### src/rtl/core/phx_pkg.sv
// Philox4x32 generator shared types and constants.
package phx_pkg;
	localparam logic [31:0] MUL0 = 32'hD2511F53;
	localparam logic [31:0] MUL1 = 32'hCD9E8D57;
	localparam logic [31:0] WEYL0 = 32'h9E3779B9;
	localparam logic [31:0] WEYL1 = 32'hBB67AE85;
	localparam int unsigned ROUNDS = 10;

	typedef struct packed {
		logic [31:0] c0;
		logic [31:0] c1;
		logic [31:0] c2;
		logic [31:0] c3;
		logic [31:0] k0;
		logic [31:0] k1;
	} blk_t;
endpackage

### src/rtl/core/phx_round_cell.sv
// One Philox round cell: multiplies in one stage, mixes in the next.
module phx_round_cell (
	input  logic               clk,
	input  logic               arst_n,
	input  logic               en,
	input  logic               vld_in,
	input  phx_pkg::blk_t      blk_in,
	output logic               vld_out,
	output phx_pkg::blk_t      blk_out
);
	logic [63:0]   p0_s1, p1_s1;
	phx_pkg::blk_t blk_s1;
	logic          vld_s1;
	phx_pkg::blk_t nxt;

	always_ff @(posedge clk or negedge arst_n) begin
		if (!arst_n) begin
			vld_s1  <= 1'b0;
			vld_out <= 1'b0;
		end else if (en) begin
			vld_s1  <= vld_in;
			vld_out <= vld_s1;
		end
	end

	always_ff @(posedge clk) begin
		if (en) begin
			p0_s1   <= 64'(phx_pkg::MUL0) * 64'(blk_in.c0);
			p1_s1   <= 64'(phx_pkg::MUL1) * 64'(blk_in.c2);
			blk_s1  <= blk_in;
			blk_out <= nxt;
		end
	end

	always_comb begin
		nxt.c0 = p1_s1[63:32] ^ blk_s1.c1 ^ blk_s1.k0;
		nxt.c1 = p1_s1[31:0];
		nxt.c2 = p0_s1[63:32] ^ blk_s1.c3 ^ blk_s1.k1;
		nxt.c3 = p0_s1[31:0];
		nxt.k0 = blk_s1.k0 + phx_pkg::WEYL0;
		nxt.k1 = blk_s1.k1 + phx_pkg::WEYL1;
	end
endmodule

### config.mk
export PLATFORM = sky130hd
export DESIGN_NAME = phx_round_cell
export DESIGN_NICKNAME = d
export VERILOG_FILES = /design/src/rtl/core/phx_pkg.sv /design/src/rtl/core/phx_round_cell.sv
export SDC_FILE = /design/constraint.sdc
export NUM_CORES = 2
export LEC_CHECK = 0
export BUFFER_PORTS_ARGS = -buffer_cell sky130_fd_sc_hd__buf_2
export CELL_PAD_IN_SITES_DETAIL_PLACEMENT = 2
export CELL_PAD_IN_SITES_GLOBAL_PLACEMENT = 2
export CORE_MARGIN = 5
export CORE_UTILIZATION = 38
export DETAILED_ROUTE_END_ITERATION = 6
export HOLD_SLACK_MARGIN = 0.06
export PLACE_DENSITY_LB_ADDON = 0.1
export SYNTH_ARGS = -nofsm -noshare
export SYNTH_HDL_FRONTEND = slang
export SYNTH_SLANG_ARGS = --single-unit
### constraint.sdc
create_clock -name clk -period 2.9 [get_ports clk]
set_input_delay 0.29 -clock clk [delete_from_list [all_inputs] [get_ports clk]]
set_output_delay 0.29 -clock clk [all_outputs]
set_load 0.01 [all_outputs]
==> metrics <==
DR iter-0 viols=2076; final hold violation count=0; DRC=0; grt ovf=0; Crit path buffers/inverters=10; clk slew on worst S/H paths=60 ps; Yosys top cell by area=fa_1; largest net degree at the start of global routing=79; Synth area leaders=fa_1 31%, edfxtp_1 26%, ha_1 19%; chip width=381 um; Post-synth EDFFs=448; Final GP Congestion=0.893; Clock Tree Root=clkbuf_16; commonest non-fill, non-tap cells in the layout=1141 x inv_1, 994 x buf_4, 711 x fa_1; GR peak layer=met2; top cell type's share of synthesized area=0.309; slowest stage delay, CP=630 ps; Core ar.=137000 um^2; Hold Startpoint=blk_in[160]; Synth Register Bits=450; DR WL/cell=30.2 um; worst rel slew slack=0.476; # setup viols final=115; max_cap viols=0; crit path DAT=7420 ps; IO buf count=388; Critical Path End Type=flop; final setup margin=-4090 ps; Mapped Area=52300 um^2; post-synthesis sequential area ratio=0.258; critical path type=in -> reg; P&R area growth vs syn=39.1%; Crit Path Max Fanout=6; antenna violations before repair=8; M3 GR Usage=0.0241; Routed Antenna Nets=0; fmax=0.143 GHz; CTS tree=built; outcome=finished, violations left; Max Buffers Root-to-Sink=3; Post-Syn Instances=4509; Post-Route WL=241000 um; slowest stage cell on the critical path=fa_2; Yosys warnings=0; via density per instance=5.14; met2 global-route usage=0.568; ys async rst share=0.00444; CTS buffer count=54; first-pass GRT wire length=320000 um; Unique masters post-synth=76; failing checks=setup timing; I/O pins=389; Placement Setup Slack=-4830 ps; CP delay by family, top=adder cells; r2r setup slk=0 ps; r2r startpoint=blk_s1[37]; row cnt=136; Die Span Y=381 um; Nets=7951; DR vias=41059; clk sinks=450; Starting Density=0.381; HP Class=in -> reg; Req. time, crit path=3330 ps; drt pass-1 iters=5; Tot GR Track Use=0.298; clk_skew=59.3 ps; worst setup path startpoint=blk_in[179]; min Tclk post-route=6990 ps; Setup crit start kind=primary input; post-detail-place hpwl=179000 um; cell repeated most along the worst path=fa_1; unrepaired setup endpoints after global routing=yes; Syn Nets=6315; share of layout cells above drive strength 1=0.362; die area=145000 um^2; worst slew pin tran=778 ps; syn_area_per_cell=11.6 um^2; Max Slew Vio Count=0; fin crit share=2.41; vias in the first global route=47727; Worst-Skew Late Latency=690 ps; Global Route met1 Usage=0.358; H-Tree Level Count=2; commonest non-fill, non-tap cell in the layout=inv_1; Most used DFF post-synth=edfxtp_1
## path summary, 6_finish.rpt
path,end,depth (start not counted)
min in group asynchronous,vld_out,3
max in group asynchronous,vld_s1,3
setup / recovery,p0_s1[52],28
hold reg to reg,blk_out[136],0
setup reg to reg,blk_out[63],9
hold / removal,p0_s1[0],2
## cells by family (layout without fill, tap and decap cells)
kind of cell / Yosys count / after routing / synth area share
compound gates: 470 / 470 / 0.0596
xor+xnor: 302 / 302 / 0.0506
fa+ha+maj: 1610 / 1610 / 0.501
buf+inv: 1295 / 2975 / 0.0934
flops: 450 / 450 / 0.258
mux: 7 / 7 / 0.00139
other cells: 0 / 5 / 0
simple gates: 375 / 375 / 0.0353
## final cells by class
cell class                 instances  area, um^2
sequential                       450       13500
antenna                            5        12.5
clock buffer                      68        1400
clock inverter                    32         432
inverter                        1235        4670
tap                             1794        2240
multi-input combinational       2764       37800
timing repair buffer            1640       12600
fill                           13227       64500
## repair_timing
item | in CTS | in global routing
hold buffers | 133 | 0
endpoints found under the hold margin | 162 | 0
buffers inserted | 44 | 106
endpoints found under the setup margin | 130 | 138
resized for setup | 327 | 441
pin swaps | 165 | 236
cloned | 0 | 0
## per-stage QoR
stage	TNS [ps]	hold slack (ps)	cell area, um^2	utilization	std cells
3_5_place_dp	-436650	86.6	65000	0.474	7614
5_1_grt	-361170	174	72700	0.530	7985
6_report	-347720	190	72700	0.530	7988
2_1_floorplan	-327570	-5.59	53600	-	4509
3_3_place_gp	-420710	76.4	65000	0.474	7614
4_1_cts	-328830	135	70000	0.510	7888
## Yosys cell counts, drive strengths merged, types with 14 or more instances
master / instances
a211oi: 19
a21o: 68
a21oi: 138
a31oi: 22
and2: 14
and3: 23
clkbuf: 53
edfxtp: 448
fa: 806
ha: 804
inv: 1235
nand2: 104
nand3: 33
nand4: 29
nor2: 87
nor3: 23
o21a: 15
o21ai: 89
o21bai: 33
xnor2: 226
xor2: 76
## flip-flops by register name, summed over array words and instances (netlist names)
name,count
blk_out,192
p0_s1,64
blk_s1,128
vld_out,1
p1_s1,64
vld_s1,1
## layer usage
metal	wire length, um	vias to the layer above	part of all wire
li1	-	17701	-
met1	92700	21834	0.38
met2	130000	1102	0.54
met3	8680	422	0.036
met4	10100	0	0.042
met5	0	-	0
Power is left out: the tool's default activity adds up to more than one toggle a clock period on the data nets, which glitch-free logic cannot reach.
